===== src/hdl/assert_macros.svh =====
// Assertion macros shared by the sequencer modules.
// Each macro takes a label, a clock, an active-low reset and the checked terms.
`ifndef ASSERT_MACROS_SVH
`define ASSERT_MACROS_SVH

// Same-cycle implication.
`define ASSERT_IMPLIES(lbl, clk, rst_n, ante, cons, msg) \
	lbl: assert property (@(posedge clk) disable iff (!rst_n) (ante) |-> (cons)) \
		else $error(msg);

// Next-cycle implication.
`define ASSERT_NEXT(lbl, clk, rst_n, ante, cons, msg) \
	lbl: assert property (@(posedge clk) disable iff (!rst_n) (ante) |=> (cons)) \
		else $error(msg);

`endif


===== src/hdl/i2cseq_pkg.sv =====
// Types and codes of the I2C master transaction sequencer.
// Used by the sequencer engine and the top level; depends on nothing.
package i2cseq_pkg;

	localparam logic [2:0] MODE_LOAD   = 3'd0;
	localparam logic [2:0] MODE_START  = 3'd1;
	localparam logic [2:0] MODE_STATUS = 3'd2;
	localparam logic [2:0] MODE_TICK   = 3'd3;
	localparam logic [2:0] MODE_FETCH  = 3'd4;

	localparam logic [7:0] STATUS_MASK  = 8'hF8;
	localparam logic [7:0] ST_BUS_ERROR = 8'h00;
	localparam logic [7:0] ST_START     = 8'h08;
	localparam logic [7:0] ST_REP_START = 8'h10;
	localparam logic [7:0] ST_SLAW_ACK  = 8'h18;
	localparam logic [7:0] ST_SLAW_NACK = 8'h20;
	localparam logic [7:0] ST_DATA_ACK  = 8'h28;
	localparam logic [7:0] ST_DATA_NACK = 8'h30;
	localparam logic [7:0] ST_ARB_LOST  = 8'h38;
	localparam logic [7:0] ST_SLAR_ACK  = 8'h40;
	localparam logic [7:0] ST_SLAR_NACK = 8'h48;
	localparam logic [7:0] ST_RX_ACK    = 8'h50;
	localparam logic [7:0] ST_RX_NACK   = 8'h58;

	typedef enum logic [2:0] {
		RES_UNKNOWN = 3'd0,
		RES_OK      = 3'd1,
		RES_ARB     = 3'd2,
		RES_NACK    = 3'd3,
		RES_BUSERR  = 3'd4
	} res_code_t;

	typedef enum logic [7:0] {
		PH_STANDBY    = 8'b0000_0001,
		PH_START      = 8'b0000_0010,
		PH_BUSY       = 8'b0000_0100,
		PH_W_ADR_NACK = 8'b0000_1000,
		PH_R_ADR_NACK = 8'b0001_0000,
		PH_DATA_NACK  = 8'b0010_0000,
		PH_BUS_ERR    = 8'b0100_0000,
		PH_ARB_LOST   = 8'b1000_0000
	} phase_t;

	typedef struct packed {
		logic [2:0] mode;
		logic [6:0] slave_address;
		logic [3:0] write_count;
		logic [4:0] read_count;
		logic [7:0] data_byte;
		logic [3:0] byte_index;
		logic [7:0] status_code;
		logic [7:0] rx_byte;
	} item_t;

	// Bus control command, listed from the highest bit down.
	typedef struct packed {
		logic stop;
		logic start;
		logic ack;
		logic clear_flag;
		logic irq_enable;
		logic valid;
	} ctrl_t;

	// Result item, listed from the highest bit down.
	typedef struct packed {
		logic [7:0] read_byte;
		logic       ready_res;
		res_code_t  result_code;
		logic [7:0] tx_byte;
		logic       tx_valid;
		ctrl_t      ctrl;
		logic       accepted;
	} result_t;

	function automatic ctrl_t issue_cmd(input logic ie, input logic clr, input logic ack,
		input logic sta, input logic sto);
		ctrl_t c;
		c.valid      = 1'b1;
		c.irq_enable = ie;
		c.clear_flag = clr;
		c.ack        = ack;
		c.start      = sta;
		c.stop       = sto;
		return c;
	endfunction

endpackage


===== src/hdl/i2cseq_engine.sv =====
// Sequencer state, write and read buffers and the per-item transition logic.
// Depends on i2cseq_pkg and assert_macros.svh.
`include "assert_macros.svh"

module i2cseq_engine #(
	parameter int WRITE_BUF_DEPTH = 16,
	parameter int READ_BUF_DEPTH  = 16
) (
	input  logic                clk,
	input  logic                arst_n,
	input  logic                proc,
	input  i2cseq_pkg::item_t   item,
	input  logic                load,
	input  logic [3:0]          load_index,
	output i2cseq_pkg::result_t res
);

	localparam int WA  = $clog2(WRITE_BUF_DEPTH);
	localparam int SCW = $clog2(WRITE_BUF_DEPTH + 1);
	localparam int RA  = (READ_BUF_DEPTH > 1) ? $clog2(READ_BUF_DEPTH) : 1;
	localparam int RCW = $clog2(READ_BUF_DEPTH + 1);

	i2cseq_pkg::phase_t    phase_q, phase_d;
	i2cseq_pkg::res_code_t result_q, result_d;
	logic                  irq_q, irq_d;
	logic [SCW-1:0]        sent_q, sent_d, stot_q, stot_d, sent_base;
	logic [RCW-1:0]        rcvd_q, rcvd_d, rtot_q, rtot_d, rcvd_nxt;
	logic [7:0]            addr_q, addr_d;

	logic [7:0]    wbuf [WRITE_BUF_DEPTH];
	logic [7:0]    rbuf [READ_BUF_DEPTH];
	logic [7:0]    wb_rd_q, rb_rd_q;
	logic          wb_we, rb_we;
	logic [WA-1:0] wb_wa, wb_ra;
	logic [RA-1:0] rb_wa, rb_ra;
	logic [8:0]    wpos;
	logic [7:0]    code;

	assign wpos  = 9'(item.byte_index) + 9'd1;
	assign code  = item.status_code & i2cseq_pkg::STATUS_MASK;
	assign wb_wa = wpos[WA-1:0];
	assign wb_ra = sent_d[WA-1:0];
	assign rb_wa = rcvd_q[RA-1:0];
	assign rb_ra = RA'(load_index);

	always_comb begin
		phase_d   = phase_q;
		result_d  = result_q;
		irq_d     = irq_q;
		sent_d    = sent_q;
		stot_d    = stot_q;
		rcvd_d    = rcvd_q;
		rtot_d    = rtot_q;
		addr_d    = addr_q;
		wb_we     = 1'b0;
		rb_we     = 1'b0;
		rcvd_nxt  = rcvd_q;
		sent_base = (code == i2cseq_pkg::ST_START || code == i2cseq_pkg::ST_REP_START) ?
			'0 : sent_q;
		res       = '0;
		if (proc) begin
			case (item.mode)
				i2cseq_pkg::MODE_LOAD: begin
					if (wpos < 9'(WRITE_BUF_DEPTH)) begin
						wb_we = 1'b1;
					end
				end
				i2cseq_pkg::MODE_START: begin
					if (!irq_q && 9'(item.write_count) <= 9'(WRITE_BUF_DEPTH - 1) &&
						9'(item.read_count) <= 9'(READ_BUF_DEPTH)) begin
						stot_d       = SCW'(9'(item.write_count) + 9'd1);
						rtot_d       = RCW'(item.read_count);
						sent_d       = '0;
						rcvd_d       = '0;
						addr_d       = {item.slave_address, item.read_count != 5'd0};
						result_d     = i2cseq_pkg::RES_UNKNOWN;
						phase_d      = i2cseq_pkg::PH_START;
						res.accepted = 1'b1;
					end
				end
				i2cseq_pkg::MODE_STATUS: begin
					if (irq_q) begin
						if (code inside {i2cseq_pkg::ST_START, i2cseq_pkg::ST_REP_START,
							i2cseq_pkg::ST_SLAW_ACK, i2cseq_pkg::ST_DATA_ACK}) begin
							if (code == i2cseq_pkg::ST_START || code == i2cseq_pkg::ST_REP_START) begin
								rcvd_d = '0;
							end
							if (sent_base < stot_q) begin
								res.tx_valid = 1'b1;
								res.tx_byte  = (sent_base == '0) ? addr_q : wb_rd_q;
								sent_d       = sent_base + SCW'(1);
								res.ctrl     = i2cseq_pkg::issue_cmd(1'b1, 1'b1, 1'b0, 1'b0, 1'b0);
							end else begin
								sent_d   = sent_base;
								res.ctrl = i2cseq_pkg::issue_cmd(1'b0, 1'b1, 1'b0, 1'b0, 1'b1);
								result_d = i2cseq_pkg::RES_OK;
								phase_d  = i2cseq_pkg::PH_STANDBY;
							end
						end else if (code inside {i2cseq_pkg::ST_RX_ACK, i2cseq_pkg::ST_SLAR_ACK}) begin
							if (code == i2cseq_pkg::ST_RX_ACK && rcvd_q < rtot_q) begin
								rb_we    = 1'b1;
								rcvd_nxt = rcvd_q + RCW'(1);
							end
							rcvd_d   = rcvd_nxt;
							res.ctrl = i2cseq_pkg::issue_cmd(1'b1, 1'b1, rcvd_nxt < rtot_q, 1'b0, 1'b0);
						end else if (code == i2cseq_pkg::ST_RX_NACK) begin
							res.ctrl = i2cseq_pkg::issue_cmd(1'b0, 1'b1, 1'b0, 1'b0, 1'b1);
							result_d = i2cseq_pkg::RES_OK;
							phase_d  = i2cseq_pkg::PH_STANDBY;
						end else if (code == i2cseq_pkg::ST_ARB_LOST) begin
							res.ctrl = i2cseq_pkg::issue_cmd(1'b1, 1'b1, 1'b0, 1'b1, 1'b0);
							result_d = i2cseq_pkg::RES_ARB;
							phase_d  = i2cseq_pkg::PH_ARB_LOST;
						end else if (code inside {i2cseq_pkg::ST_SLAW_NACK, i2cseq_pkg::ST_SLAR_NACK,
							i2cseq_pkg::ST_DATA_NACK}) begin
							res.ctrl = i2cseq_pkg::issue_cmd(1'b0, 1'b0, 1'b0, 1'b0, 1'b0);
							result_d = i2cseq_pkg::RES_NACK;
							phase_d  = (code == i2cseq_pkg::ST_SLAW_NACK) ? i2cseq_pkg::PH_W_ADR_NACK :
								(code == i2cseq_pkg::ST_SLAR_NACK) ? i2cseq_pkg::PH_R_ADR_NACK :
								i2cseq_pkg::PH_DATA_NACK;
						end else if (code == i2cseq_pkg::ST_BUS_ERROR) begin
							res.ctrl = i2cseq_pkg::issue_cmd(1'b0, 1'b0, 1'b0, 1'b0, 1'b0);
							result_d = i2cseq_pkg::RES_BUSERR;
							phase_d  = i2cseq_pkg::PH_BUS_ERR;
						end else begin
							res.ctrl = i2cseq_pkg::issue_cmd(1'b0, 1'b0, 1'b0, 1'b0, 1'b0);
							phase_d  = i2cseq_pkg::PH_STANDBY;
						end
						irq_d = res.ctrl.irq_enable;
					end
				end
				i2cseq_pkg::MODE_TICK: begin
					case (phase_q)
						i2cseq_pkg::PH_START: begin
							res.ctrl = i2cseq_pkg::issue_cmd(1'b1, 1'b1, 1'b0, 1'b1, 1'b0);
							irq_d    = 1'b1;
							phase_d  = i2cseq_pkg::PH_BUSY;
						end
						i2cseq_pkg::PH_W_ADR_NACK, i2cseq_pkg::PH_R_ADR_NACK,
						i2cseq_pkg::PH_DATA_NACK, i2cseq_pkg::PH_BUS_ERR: begin
							res.ctrl = i2cseq_pkg::issue_cmd(1'b1, 1'b1, 1'b0, 1'b1, 1'b0);
							irq_d    = 1'b1;
							phase_d  = i2cseq_pkg::PH_START;
						end
						default: begin
						end
					endcase
				end
				i2cseq_pkg::MODE_FETCH: begin
					if (phase_q == i2cseq_pkg::PH_STANDBY && result_q == i2cseq_pkg::RES_OK &&
						9'(item.byte_index) < 9'(rcvd_q) &&
						9'(item.byte_index) < 9'(READ_BUF_DEPTH)) begin
						res.accepted  = 1'b1;
						res.read_byte = rb_rd_q;
					end
				end
				default: begin
				end
			endcase
		end
		res.result_code = result_d;
		res.ready_res   = (phase_d == i2cseq_pkg::PH_STANDBY);
	end

	always_ff @(posedge clk or negedge arst_n) begin
		if (!arst_n) begin
			phase_q  <= i2cseq_pkg::PH_STANDBY;
			result_q <= i2cseq_pkg::RES_UNKNOWN;
			irq_q    <= 1'b0;
			sent_q   <= '0;
			stot_q   <= '0;
			rcvd_q   <= '0;
			rtot_q   <= '0;
		end else begin
			phase_q  <= phase_d;
			result_q <= result_d;
			irq_q    <= irq_d;
			sent_q   <= sent_d;
			stot_q   <= stot_d;
			rcvd_q   <= rcvd_d;
			rtot_q   <= rtot_d;
		end
	end

	always_ff @(posedge clk) begin
		addr_q <= addr_d;
	end

	// The write buffer keeps the entry at the next send position ready, with write bypass.
	always_ff @(posedge clk) begin
		if (wb_we) begin
			wbuf[wb_wa] <= item.data_byte;
		end
		wb_rd_q <= (wb_we && wb_wa == wb_ra) ? item.data_byte : wbuf[wb_ra];
	end

	// The read buffer is read whenever any item enters the input register.
	always_ff @(posedge clk) begin
		if (rb_we) begin
			rbuf[rb_wa] <= item.rx_byte;
		end
		if (load) begin
			rb_rd_q <= (rb_we && rb_wa == rb_ra) ? item.rx_byte : rbuf[rb_ra];
		end
	end

	`ASSERT_IMPLIES(a_irq_not_standby, clk, arst_n, irq_q, phase_q != i2cseq_pkg::PH_STANDBY, "interrupts enabled in standby")
	`ASSERT_IMPLIES(a_sent_bound, clk, arst_n, 1'b1, sent_q <= stot_q, "sent count beyond send total")
	`ASSERT_IMPLIES(a_rcvd_bound, clk, arst_n, 1'b1, rcvd_q <= rtot_q, "received count beyond receive total")

endmodule


===== src/hdl/i2c_master_transaction_sequencer_core.sv =====
// Top level of the I2C master transaction sequencer: stream ports, input
// register and result register around i2cseq_engine. Depends on i2cseq_pkg.
// An accepted item is held in the input register, and its result in the result register.
// Throughput: one item per cycle while the result side is not stalled; one pass of the engine logic per item.
// Backpressure on the result side holds the result register, stops the engine and stalls the input register.
// Reset clears phase, counters, result code and valid flags; the buffers are not reset.
`include "assert_macros.svh"

module i2c_master_transaction_sequencer_core #(
	parameter int WRITE_BUF_DEPTH = 16,
	parameter int READ_BUF_DEPTH  = 16
) (
	input  logic        clk,
	input  logic        arst_n,
	input  logic        s_tvalid,
	output logic        s_tready,
	// slave_address[6:0], write_count[10:7], read_count[15:11], data_byte[23:16],
	// byte_index[27:24], status_code[35:28], rx_byte[43:36], zero fill[47:44]
	input  logic [47:0] s_tdata,
	// mode[2:0]
	input  logic [2:0]  s_tuser,
	output logic        m_tvalid,
	input  logic        m_tready,
	// accepted[0], ctrl_valid[1], ctrl_irq_enable[2], ctrl_clear_flag[3], ctrl_ack[4],
	// ctrl_start[5], ctrl_stop[6], tx_valid[7], tx_byte[15:8], result_code[18:16],
	// ready_res[19], read_byte[27:20], zero fill[31:28]
	output logic [31:0] m_tdata
);

	i2cseq_pkg::item_t   item_in, item_s1;
	i2cseq_pkg::result_t res, res_s2;
	logic                valid_s1, valid_s2, adv, load;

	always_comb begin
		item_in.mode          = s_tuser;
		item_in.slave_address = s_tdata[6:0];
		item_in.write_count   = s_tdata[10:7];
		item_in.read_count    = s_tdata[15:11];
		item_in.data_byte     = s_tdata[23:16];
		item_in.byte_index    = s_tdata[27:24];
		item_in.status_code   = s_tdata[35:28];
		item_in.rx_byte       = s_tdata[43:36];
	end

	assign adv      = valid_s1 && (!valid_s2 || m_tready);
	assign s_tready = !valid_s1 || adv;
	assign load     = s_tvalid && s_tready;
	assign m_tvalid = valid_s2;
	assign m_tdata  = {4'd0, res_s2};

	i2cseq_engine #(
		.WRITE_BUF_DEPTH(WRITE_BUF_DEPTH),
		.READ_BUF_DEPTH (READ_BUF_DEPTH)
	) u_engine (
		.clk       (clk),
		.arst_n    (arst_n),
		.proc      (adv),
		.item      (item_s1),
		.load      (load),
		.load_index(item_in.byte_index),
		.res       (res)
	);

	always_ff @(posedge clk or negedge arst_n) begin
		if (!arst_n) begin
			valid_s1 <= 1'b0;
			valid_s2 <= 1'b0;
		end else begin
			if (s_tready) begin
				valid_s1 <= s_tvalid;
			end
			if (adv) begin
				valid_s2 <= 1'b1;
			end else if (m_tready) begin
				valid_s2 <= 1'b0;
			end
		end
	end

	always_ff @(posedge clk) begin
		if (load) begin
			item_s1 <= item_in;
		end
		if (adv) begin
			res_s2 <= res;
		end
	end

	`ASSERT_NEXT(a_adv_gives_result, clk, arst_n, adv, m_tvalid, "processed item gave no result")
	`ASSERT_IMPLIES(a_no_lost_item, clk, arst_n, valid_s1 && !s_tready, valid_s2 && !m_tready, "input held without a stalled result")
	`ASSERT_IMPLIES(a_tx_zero, clk, arst_n, m_tvalid && !m_tdata[7], m_tdata[15:8] == 8'd0, "tx byte set without tx valid")

endmodule

===== config.mk =====
export PLATFORM = sky130hd
export DESIGN_NAME = i2c_master_transaction_sequencer_core
export DESIGN_NICKNAME = d
export VERILOG_FILES = /design/src/hdl/i2cseq_pkg.sv /design/src/hdl/i2cseq_engine.sv /design/src/hdl/i2c_master_transaction_sequencer_core.sv
export VERILOG_INCLUDE_DIRS = /design/src /design/src/hdl
export SDC_FILE = /design/constraint.sdc
export NUM_CORES = 1
export LEC_CHECK = 0
export BUFFER_PORTS_ARGS = -buffer_cell sky130_fd_sc_hd__buf_4
export CAP_MARGIN = 20
export CORE_MARGIN = 5
export CORE_UTILIZATION = 35
export DETAILED_ROUTE_END_ITERATION = 6
export RECOVER_POWER = 100
export SLEW_MARGIN = 30
export SYNTH_ARGS = -nofsm -noshare
export SYNTH_HDL_FRONTEND = slang
export SYNTH_SLANG_ARGS = --single-unit

===== constraint.sdc =====
create_clock -name clk -period 3.2 [get_ports clk]
set_input_delay 0.16 -clock clk [delete_from_list [all_inputs] [get_ports clk]]
set_output_delay 0.16 -clock clk [all_outputs]
set_load 0.005 [all_outputs]

==> flow_summary.html, run 1 <==
<table>
<tr><th>Metric</th><th>Value</th></tr>
<tr><th colspan="2">Job</th></tr>
<tr><td>Reported max-cap violation count</td><td>2</td></tr>
<tr><th colspan="2">Route</th></tr>
<tr><td>DR vias</td><td>8483</td></tr>
<tr><td>Drt first pass iters</td><td>5</td></tr>
<tr><td>Routed wire per std cell</td><td>19.7 um</td></tr>
<tr><td>Remaining DRCs</td><td>0</td></tr>
<tr><td>Final routed wirelength across all metal layers</td><td>33.7 mm</td></tr>
<tr><td>Via-per-instance ratio</td><td>4.97</td></tr>
<tr><td>Routed Antenna Nets</td><td>0</td></tr>
<tr><td>Detailed Route Iter0 Violations</td><td>520</td></tr>
<tr><th colspan="2">Global routing</th></tr>
<tr><td>GR Util All Layers</td><td>0.137</td></tr>
<tr><td>Via count of the first global-routing pass</td><td>8727</td></tr>
<tr><td>Total grt overflow</td><td>0</td></tr>
<tr><td>Number of antenna violations at the first check in global routing</td><td>0</td></tr>
<tr><td>Largest net degree at the start of global routing</td><td>35</td></tr>
<tr><td>Wire length of the first global-routing pass</td><td>52.6 mm</td></tr>
<tr><th colspan="2">Placed design</th></tr>
<tr><td>Port Buffer Count</td><td>77</td></tr>
<tr><td>Placer Congestion</td><td>0.864</td></tr>
<tr><td>Worst setup slack after placement</td><td>-0.148 ns</td></tr>
<tr><td>HPWL after DPL</td><td>23.1 mm</td></tr>
<tr><th colspan="2">Cells and area</th></tr>
<tr><td>Register cell area after layout</td><td>11300 um2</td></tr>
<tr><td>Area growth from synthesis to final layout</td><td>23.0%</td></tr>
<tr><td>Layout cell share with drive strength beyond 1</td><td>0.259</td></tr>
<tr><td>Area occupied by multi-input gates</td><td>4210 um2</td></tr>
<tr><td>Fill cell count</td><td>3960</td></tr>
<tr><td>Antenna Cells</td><td>0</td></tr>
<tr><td>Fin nets</td><td>1162</td></tr>
<tr><th colspan="2">STA</th></tr>
<tr><td># setup viols final</td><td>0</td></tr>
<tr><td>Final setup slack of the worst path</td><td>0.0399 ns</td></tr>
<tr><td>Total count of hold-check failures in the final report</td><td>0</td></tr>
<tr><td>Worst slew margin relative to its limit</td><td>-0.490</td></tr>
<tr><td>Clock Skews</td><td>0.0248 ns</td></tr>
<tr><td>Highest clock frequency the design can meet</td><td>0.316 GHz</td></tr>
<tr><td>Minimum period implied by the final worst setup slack</td><td>3.16 ns</td></tr>
<tr><td>Share of the clock period used by the worst path</td><td>0.988</td></tr>
<tr><td>Slew @ Worst Pin</td><td>2.23 ns</td></tr>
<tr><td>Max-slew violation count</td><td>70</td></tr>
<tr><td>RSZ-0062 raised after global routing</td><td>true</td></tr>
<tr><th colspan="2">Power and ir drop</th></tr>
<tr><td>Power per standard cell area</td><td>619 nW/um2</td></tr>
<tr><td>Overall Power</td><td>11900 uW</td></tr>
<tr><td>Static leakage</td><td>0.00657 uW</td></tr>
<tr><td>Worst ir drop on vdd</td><td>0.000424 V</td></tr>
<tr><th colspan="2">Synth</th></tr>
<tr><td>Post-synthesis average cell area</td><td>17.8 um2</td></tr>
<tr><td>Count of mapped cells out of synthesis</td><td>878</td></tr>
<tr><td>Number of flops mapped to enable cells by yosys</td><td>344</td></tr>
<tr><td>Part of the Yosys area used for sequential elements</td><td>0.722</td></tr>
<tr><td>Number of register bits inferred by synthesis</td><td>382</td></tr>
<tr><td>Flip-flop cell with the highest count after synthesis</td><td>sky130_fd_sc_hd__edfxtp_1</td></tr>
<tr><td>Netlist area before placement</td><td>15600 um2</td></tr>
<tr><td>Number of distinct library cells after synthesis</td><td>67</td></tr>
<tr><td>Async S/R FF share, synth</td><td>0.0890</td></tr>
<tr><td>Warning count from the yosys run</td><td>0</td></tr>
<tr><th colspan="2">Setup path</th></tr>
<tr><td>Type of the setup path with the least slack</td><td>reg -&gt; reg</td></tr>
<tr><td>Kind of launch point of the worst setup path</td><td>flop</td></tr>
<tr><td>Termination of the worst setup path</td><td>m_tdata[18]$_DFFE_PP_</td></tr>
<tr><td>Crit Reg-Reg Startpoint</td><td>item_s1[12]$_DFFE_PP_</td></tr>
<tr><td>Worst reg2reg endpoint</td><td>m_tdata[18]$_DFFE_PP_</td></tr>
<tr><td>First element of the critical path</td><td>item_s1[12]$_DFFE_PP_</td></tr>
<tr><td>Worst R2R Setup Slack</td><td>0.04 ns</td></tr>
<tr><td>CP cell instances</td><td>xnor2_2 &gt; or4_4 &gt; nand2_2 &gt; inv_1 &gt; ha_4 &gt; and3_4 &gt; nand3_2 &gt; o21ai_4 &gt; or2_4 &gt; buf_4 &gt; nand2_1 &gt; a22o_1</td></tr>
<tr><td>Critical path required time</td><td>3.49 ns</td></tr>
<tr><td>Crit path DAT</td><td>3.45 ns</td></tr>
<tr><td>Max FO, Critical Path</td><td>10</td></tr>
<tr><td>Critical path capture point type</td><td>flop</td></tr>
<tr><td>Slowest cell on the critical path</td><td>sky130_fd_sc_hd__or4_4</td></tr>
<tr><td>Depth of the most critical reg-to-reg path</td><td>12</td></tr>
<tr><td>Max stage delay on crit path</td><td>0.59 ns</td></tr>
<tr><th colspan="2">Clock tree</th></tr>
<tr><td>Clock slew at reported path FFs</td><td>0.06 ns</td></tr>
<tr><td>CTS tree</td><td>yes</td></tr>
<tr><td>Root Buffer</td><td>sky130_fd_sc_hd__clkbuf_16</td></tr>
<tr><td>CTS H-tree lvls</td><td>2</td></tr>
<tr><td>TritonCTS sink count</td><td>382</td></tr>
<tr><td>Buffer depth of the longest clock path</td><td>3</td></tr>
<tr><td>Clock Latency Late Sink</td><td>0.54 ns</td></tr>
<tr><td>Number of buffers added by the clock tree synthesis step</td><td>41</td></tr>
<tr><th colspan="2">Floorplanning</th></tr>
<tr><td>Overall die area</td><td>48900 um2</td></tr>
<tr><td>Width of the die</td><td>221 um</td></tr>
<tr><td>I/O pin cnt</td><td>89</td></tr>
<tr><td>Std-Cell Rows</td><td>77</td></tr>
<tr><td>Die Height</td><td>221 um</td></tr>
<tr><td>Effective utilization at floorplan</td><td>0.354</td></tr>
<tr><td>Placeable Area</td><td>44100 um2</td></tr>
<tr><th colspan="2">Outcome</th></tr>
<tr><td>Violated checks</td><td>max-capacitance violations, max-slew violations</td></tr>
<tr><td>Run status</td><td>complete, but fails checks</td></tr>
<tr><th colspan="2">Worst hold path</th></tr>
<tr><td>Class of the tightest hold or removal check</td><td>in -&gt; reg</td></tr>
<tr><td>Worst hold path startpoint</td><td>s_tdata[24]</td></tr>
</table>
[worst min-delay path by stage]
stage / to / slack (ns) / cells past startpoint
after floorplan: m_tvalid$_DFFE_PN0P_ / -0.14 / 0
final: item_s1[16]$_DFFE_PP_ / 0.25 / 2
after global routing: item_s1[16]$_DFFE_PP_ / 0.26 / 2
after CTS: u_engine.stot_q[4]$_DFFE_PN0P_ / 0.13 / 2
after global placement: m_tvalid$_DFFE_PN0P_ / 0.15 / 1
after detailed placement: m_tvalid$_DFFE_PN0P_ / 0.16 / 1
[placed cells by master (no fill, tap or decap), types with 14 or more instances in the layout]
cell	count
sky130_fd_sc_hd__a21oi_1	16
sky130_fd_sc_hd__nor2_1	56
sky130_fd_sc_hd__nor3_1	14
sky130_fd_sc_hd__dfrtp_1	33
sky130_fd_sc_hd__dlygate4sd3_1	46
sky130_fd_sc_hd__buf_4	53
sky130_fd_sc_hd__clkbuf_16	43
sky130_fd_sc_hd__mux4_2	80
sky130_fd_sc_hd__clkbuf_1	40
sky130_fd_sc_hd__ha_1	20
sky130_fd_sc_hd__edfxtp_1	344
sky130_fd_sc_hd__clkbuf_4	58
sky130_fd_sc_hd__nand2_1	45
sky130_fd_sc_hd__inv_1	24
sky130_fd_sc_hd__o21ai_0	15
[synthesized netlist by cell type (8+ instances only)]
library cell	number	area share
sky130_fd_sc_hd__edfxtp_1	344	0.66
sky130_fd_sc_hd__mux4_2	80	0.12
sky130_fd_sc_hd__nor2_1	55	0.013
sky130_fd_sc_hd__nand2_1	48	0.012
sky130_fd_sc_hd__dfrtp_1	33	0.053
sky130_fd_sc_hd__inv_1	25	0.0060
sky130_fd_sc_hd__ha_1	22	0.018
sky130_fd_sc_hd__clkbuf_1	19	0.0046
sky130_fd_sc_hd__a21oi_1	16	0.0051
sky130_fd_sc_hd__nor3_1	16	0.0051
sky130_fd_sc_hd__and2_1	14	0.0056
sky130_fd_sc_hd__o21ai_0	14	0.0045
sky130_fd_sc_hd__buf_2	13	0.0042
sky130_fd_sc_hd__o21ai_1	13	0.0042
sky130_fd_sc_hd__nand2b_1	11	0.0044
sky130_fd_sc_hd__nand3_1	11	0.0035
sky130_fd_sc_hd__xnor2_1	11	0.0062
sky130_fd_sc_hd__mux2i_1	9	0.0058
sky130_fd_sc_hd__mux2_1	8	0.0058
[worst max-delay path: cells and delay by family (launching register included)]
family                   cells  cell delay, ns
AO/OA/AOI/OAI                2            0.54
AND/OR/NAND/NOR              6            1.25
adder cells (fa/ha/maj)      1            0.27
buffers and inverters        2            0.25
XOR/XNOR                     1            0.18
flip-flops                   1            0.43
[flip-flops by register name, indices dropped and copies added, names as in the netlist, named ones only]
name	cells
u_engine.rtot_q	5
u_engine.rb_rd_q	8
m_tvalid	1
valid_s1	1
u_engine.result_q	3
u_engine.wbuf	128
u_engine.sent_q	5
item_s1	44
u_engine.rbuf	128
u_engine.addr_q	8
u_engine.rcvd_q	5
u_engine.stot_q	5
u_engine.irq_q	1
m_tdata	28
u_engine.phase_q	8
[layer usage]
metal	GRT usage	wire length (um)
met1	0.182	14300
met2	0.233	17000
met5	0	0
met3	0.0264	1740
met4	0.0334	630
[final cells by class]
type                    instances  share of cell area
inverters                      27             0.00541
repair buffers                193              0.0763
multi-input cells             440               0.220
flip-flops and latches        382               0.587
clock inverters                18              0.0128
well taps                     592              0.0386
clock buffers                  56              0.0607
[power breakdown]
| group | switching, uW | total (uW) | internal [uW] |
|---|---|---|---|
| clock | 1860 | 4890 | 3040 |
| combinational | 590 | 1150 | 556 |
| sequential | 191 | 5840 | 5650 |
[cell families after synthesis]
group | synth area share
muxes | 0.128
DFF | 0.722
and+or+nand+nor | 0.0658
other | 0.000240
adders and majority gates | 0.0176
xor gates and xnor gates | 0.00954
buffers and inverters | 0.0181
AOI/OAI and AO/OA | 0.0385
[stage by stage]
stage	std cells	hold slack, ns	utilization	setup TNS, ns	area [um2]
2_1_floorplan	889	-0.136	-	0	15700
3_3_place_gp	1585	0.148	0.393	-0.155	17300
3_5_place_dp	1585	0.156	0.393	-0.531	17300
4_1_cts	1706	0.125	0.436	0	19200
5_1_grt	1708	0.259	0.435	-0.198	19200
6_report	1708	0.250	0.435	0	19200
[repair_timing]
item / in CTS / in global routing
gates resized for setup: 2 / 17
hold buffers: 46 / 0
setup endpoints to repair: 5 / 4
endpoints found under the hold margin: 78 / 0
buffers inserted: 1 / 2
pin swaps: 0 / 9
Note: power is estimated with default switching activity, not from simulation.
==> inputs of run 2 (changes only) <==
- BUFFER_PORTS_ARGS: -buffer_cell sky130_fd_sc_hd__buf_4 -> -buffer_cell sky130_fd_sc_hd__buf_2
- CORE_MARGIN: 5 -> unset
==> run 2 against run 1 <==
  * The run now ends clean
  * Critical path depth down 1
  * Combinational power decreased by 4%
  * Worst setup slack improved by 0.052 ns
  * Clock power shrank 11%
  * Die area is 7.1% lower
  * Core utilization down 0.50 points
  * Maximum frequency is 1.7% higher
==> flow_summary.html, run 2 (synthesis gave the netlist of run 1 again) <==
<table>
<tr><th>Metric</th><th>Value</th></tr>
<tr><th colspan="2">Clock tree</th></tr>
<tr><td>Buffer depth of the longest clock path</td><td>3 (unchanged)</td></tr>
<tr><td>Number of buffers added by the clock tree synthesis step</td><td>40 (-2.4%)</td></tr>
<tr><td>CTS H-tree lvls</td><td>2 (unchanged)</td></tr>
<tr><td>Clock slew at reported path FFs</td><td>0.07 ns (about the same)</td></tr>
<tr><td>Post-CTS Setup Bufs</td><td>0 (-1)</td></tr>
<tr><td>TritonCTS sink count</td><td>382 (unchanged)</td></tr>
<tr><td>CTS tree</td><td>yes</td></tr>
<tr><td>Root Buffer</td><td>sky130_fd_sc_hd__clkbuf_16</td></tr>
<tr><td>Clock Latency Late Sink</td><td>0.54 ns (about the same)</td></tr>
<tr><th colspan="2">Floorplanning</th></tr>
<tr><td>Width of the die</td><td>213 um (-3.6%)</td></tr>
<tr><td>Overall die area</td><td>45400 um2 (-7.1%)</td></tr>
<tr><td>I/O pin cnt</td><td>89 (unchanged)</td></tr>
<tr><td>Std-Cell Rows</td><td>76 (-1.3%)</td></tr>
<tr><td>Effective utilization at floorplan</td><td>0.358 (+0.00465)</td></tr>
<tr><td>Placeable Area</td><td>43600 um2 (-1.3%)</td></tr>
<tr><td>Die Height</td><td>213 um (-3.6%)</td></tr>
<tr><th colspan="2">Global routing</th></tr>
<tr><td>Total grt overflow</td><td>0 (unchanged)</td></tr>
<tr><td>Largest net degree at the start of global routing</td><td>35 (unchanged)</td></tr>
<tr><td>Number of antenna violations at the first check in global routing</td><td>0 (unchanged)</td></tr>
<tr><td>Wire length of the first global-routing pass</td><td>51.8 mm (-1.5%)</td></tr>
<tr><td>GR Util All Layers</td><td>0.152 (+0.0157)</td></tr>
<tr><td>Via count of the first global-routing pass</td><td>8806 (+0.91%)</td></tr>
<tr><th colspan="2">Route</th></tr>
<tr><td>Final routed wirelength across all metal layers</td><td>33.6 mm (-0.43%)</td></tr>
<tr><td>Routed Antenna Nets</td><td>0 (unchanged)</td></tr>
<tr><td>Via-per-instance ratio</td><td>4.98 (+0.29%)</td></tr>
<tr><td>DR vias</td><td>8468 (-0.18%)</td></tr>
<tr><td>Drt first pass iters</td><td>5 (unchanged)</td></tr>
<tr><td>Routed wire per std cell</td><td>19.7 um (about the same)</td></tr>
<tr><td>Remaining DRCs</td><td>0 (unchanged)</td></tr>
<tr><td>Detailed Route Iter0 Violations</td><td>575 (+11%)</td></tr>
<tr><th colspan="2">Power and ir drop</th></tr>
<tr><td>Static leakage</td><td>0.00632 uW (-3.7%)</td></tr>
<tr><td>Power per standard cell area</td><td>603 nW/um2 (-2.6%)</td></tr>
<tr><td>Worst ir drop on vdd</td><td>0.000388 V (-8.4%)</td></tr>
<tr><th colspan="2">Setup path</th></tr>
<tr><td>Cell seen most often among critical-path stages</td><td>sky130_fd_sc_hd__and3_1</td></tr>
<tr><td>Family with the most delay on the worst path</td><td>simple AND/OR/NAND/NOR gates</td></tr>
<tr><td>Worst R2R Setup Slack</td><td>0.09 ns (+0.05 ns)</td></tr>
<tr><td>Kind of launch point of the worst setup path</td><td>flop</td></tr>
<tr><td>Crit path DAT</td><td>3.40 ns (-0.05 ns)</td></tr>
<tr><td>CP cell instances</td><td>xnor2_1 &gt; or4_4 &gt; and2_1 &gt; ha_1 &gt; and3_1 &gt; a221oi_2 &gt; o21ai_4 &gt; or2_4 &gt; and3_1 &gt; o22ai_2 &gt; nor4_2</td></tr>
<tr><td>Type of the setup path with the least slack</td><td>reg -&gt; reg</td></tr>
<tr><td>Buffers plus inverters on the worst setup path</td><td>0 (-2)</td></tr>
<tr><td>Max stage delay on crit path</td><td>0.44 ns (-0.15 ns)</td></tr>
<tr><td>Slowest cell on the critical path</td><td>sky130_fd_sc_hd__or4_4</td></tr>
<tr><td>Critical path required time</td><td>3.49 ns (about the same)</td></tr>
<tr><td>Max FO, Critical Path</td><td>5 (-5)</td></tr>
<tr><td>Critical path capture point type</td><td>flop</td></tr>
<tr><th colspan="2">Cells and area</th></tr>
<tr><td>Layout cell share with drive strength beyond 1</td><td>0.222 (-0.0365)</td></tr>
<tr><td>Utilization after layout</td><td>0.430 (-0.00505)</td></tr>
<tr><td>Fill cell count</td><td>3906 (-1.4%)</td></tr>
<tr><td>Design area</td><td>18700 um2 (-2.4%)</td></tr>
<tr><td>Filler-free cell count of the finished design</td><td>1700 (-0.47%)</td></tr>
<tr><td>Leading cell types in the layout, fill and taps excluded</td><td>sky130_fd_sc_hd__edfxtp_1 (344), sky130_fd_sc_hd__mux4_2 (80), sky130_fd_sc_hd__clkbuf_1 (69)</td></tr>
<tr><td>Most common cell after layout, fill and taps aside</td><td>sky130_fd_sc_hd__edfxtp_1</td></tr>
<tr><td>Area growth from synthesis to final layout</td><td>20.0%</td></tr>
<tr><td>Registers with the highest flip-flop counts</td><td>u_engine.rbuf: 128 flops, u_engine.wbuf: 128 flops, item_s1: 44 flops</td></tr>
<tr><td>Antenna Cells</td><td>0 (unchanged)</td></tr>
<tr><td>Fin nets</td><td>1165 (+0.26%)</td></tr>
<tr><th colspan="2">STA</th></tr>
<tr><td>Max-slew violation count</td><td>0 (-100%)</td></tr>
<tr><td>Clock Skews</td><td>0.0145 ns (-0.0104 ns)</td></tr>
<tr><td>Highest clock frequency the design can meet</td><td>0.322 GHz (+1.7%)</td></tr>
<tr><td>Minimum period implied by the final worst setup slack</td><td>3.11 ns (-0.0516 ns)</td></tr>
<tr><td>Slew @ Worst Pin</td><td>1.37 ns (-0.867 ns)</td></tr>
<tr><td># setup viols final</td><td>0 (unchanged)</td></tr>
<tr><td>Final setup slack of the worst path</td><td>0.0915 ns (+0.0516 ns)</td></tr>
<tr><td>RSZ-0062 raised after global routing</td><td>true</td></tr>
<tr><td>Worst slew margin relative to its limit</td><td>0.0875 (+0.577)</td></tr>
<tr><td>Total count of hold-check failures in the final report</td><td>0 (unchanged)</td></tr>
<tr><td>Share of the clock period used by the worst path</td><td>0.971 (-0.0161)</td></tr>
<tr><td>Final hold slack</td><td>0.139 ns (-0.111 ns)</td></tr>
<tr><th colspan="2">Placed design</th></tr>
<tr><td>Placer Congestion</td><td>0.906 (+4.9%)</td></tr>
<tr><td>Placed Cells incl. Taps</td><td>1586 (+0.063%)</td></tr>
<tr><td>Area after detailed placement</td><td>17200 um2 (-0.82%)</td></tr>
<tr><td>Worst setup slack after placement</td><td>-0.0123 ns (+0.136 ns)</td></tr>
<tr><td>HPWL after DPL</td><td>22.4 mm (-2.9%)</td></tr>
<tr><td>Port Buffer Count</td><td>77 (unchanged)</td></tr>
<tr><th colspan="2">Outcome</th></tr>
<tr><td>Run status</td><td>completed</td></tr>
<tr><th colspan="2">Worst hold path</th></tr>
<tr><td>Class of the tightest hold or removal check</td><td>in -&gt; reg</td></tr>
<tr><th colspan="2">Job</th></tr>
<tr><td>Reported max-cap violation count</td><td>0 (-2)</td></tr>
</table>
run 2: changes by cell type in the layout (fill, tap and decap cells not counted), moves of 5 or more:
| cell | delta |
|---|---|
| sky130_fd_sc_hd__buf_4 | -10 |
| sky130_fd_sc_hd__buf_2 | +44 |
| sky130_fd_sc_hd__clkbuf_4 | -58 |
| sky130_fd_sc_hd__and2_0 | +5 |
| sky130_fd_sc_hd__clkbuf_1 | +29 |
run 2: power by group:
part | switching (uW) | internal, uW
clock network | 1860 | 2510
registers | 162 | 5650
logic | 598 | 504
total | 2620 | 8670
run 2: per-stage QoR:
stage                     power [uW]  TNS, ns
after floorplan                 6550        0
after global placement          6950        0
after detailed placement        6980  -0.0123
after CTS                      11400        0
after global routing           11700   -0.113
final                          11300        0
run 2: repair_timing:
action,in CTS,in global routing
pin swaps,0,3
hold endpoints to repair,75,0
endpoints found under the setup margin,3,7
hold buffers,44,0
resized for setup,1,6
run 2: worst paths after layout:
path                                            start                              to  cells past startpoint
worst max-delay path            item_s1[12]$_DFFE_PP_           m_tdata[19]$_DFFE_PP_                     11
worst min-delay path                      s_tdata[24]           item_s1[16]$_DFFE_PP_                      2
worst max register to register  item_s1[12]$_DFFE_PP_           m_tdata[19]$_DFFE_PP_                     11
worst min register to register  item_s1[39]$_DFFE_PP_    u_engine.addr_q[3]$_DFFE_PP_                      0
max in group asynchronous                      arst_n    u_engine.sent_q[0]$_DFF_PN0_                      3
min in group asynchronous                      arst_n  u_engine.result_q[0]$_DFF_PN0_                      2
run 2: per-layer routing:
metal,vias up,track usage,part of all wire
met5,-,0,0
met4,0,0.0443,0.021
met3,54,0.0218,0.040
met2,212,0.261,0.50
met1,4338,0.201,0.43
li1,3864,-,-
run 2: final cells by class:
class	instances	area [um2]	area share
flip-flops and latches	382	11300	0.601
repair buffers	197	1270	0.0678
well taps	585	732	0.0391
inverters	27	101	0.00541
clock inverters	18	153	0.00815
clock buffers	51	1060	0.0568
multi-input cells	440	4150	0.221
run 2: worst reg2reg max path, cell delays in order (launching register included):
cell,delay (ns)
sky130_fd_sc_hd__edfxtp_1,0.42
sky130_fd_sc_hd__xnor2_1,0.17
sky130_fd_sc_hd__or4_4,0.44
sky130_fd_sc_hd__and2_1,0.20
sky130_fd_sc_hd__ha_1,0.29
sky130_fd_sc_hd__and3_1,0.19
sky130_fd_sc_hd__a221oi_2,0.33
sky130_fd_sc_hd__o21ai_4,0.15
sky130_fd_sc_hd__or2_4,0.29
sky130_fd_sc_hd__and3_1,0.16
sky130_fd_sc_hd__o22ai_2,0.16
sky130_fd_sc_hd__nor4_2,0.07
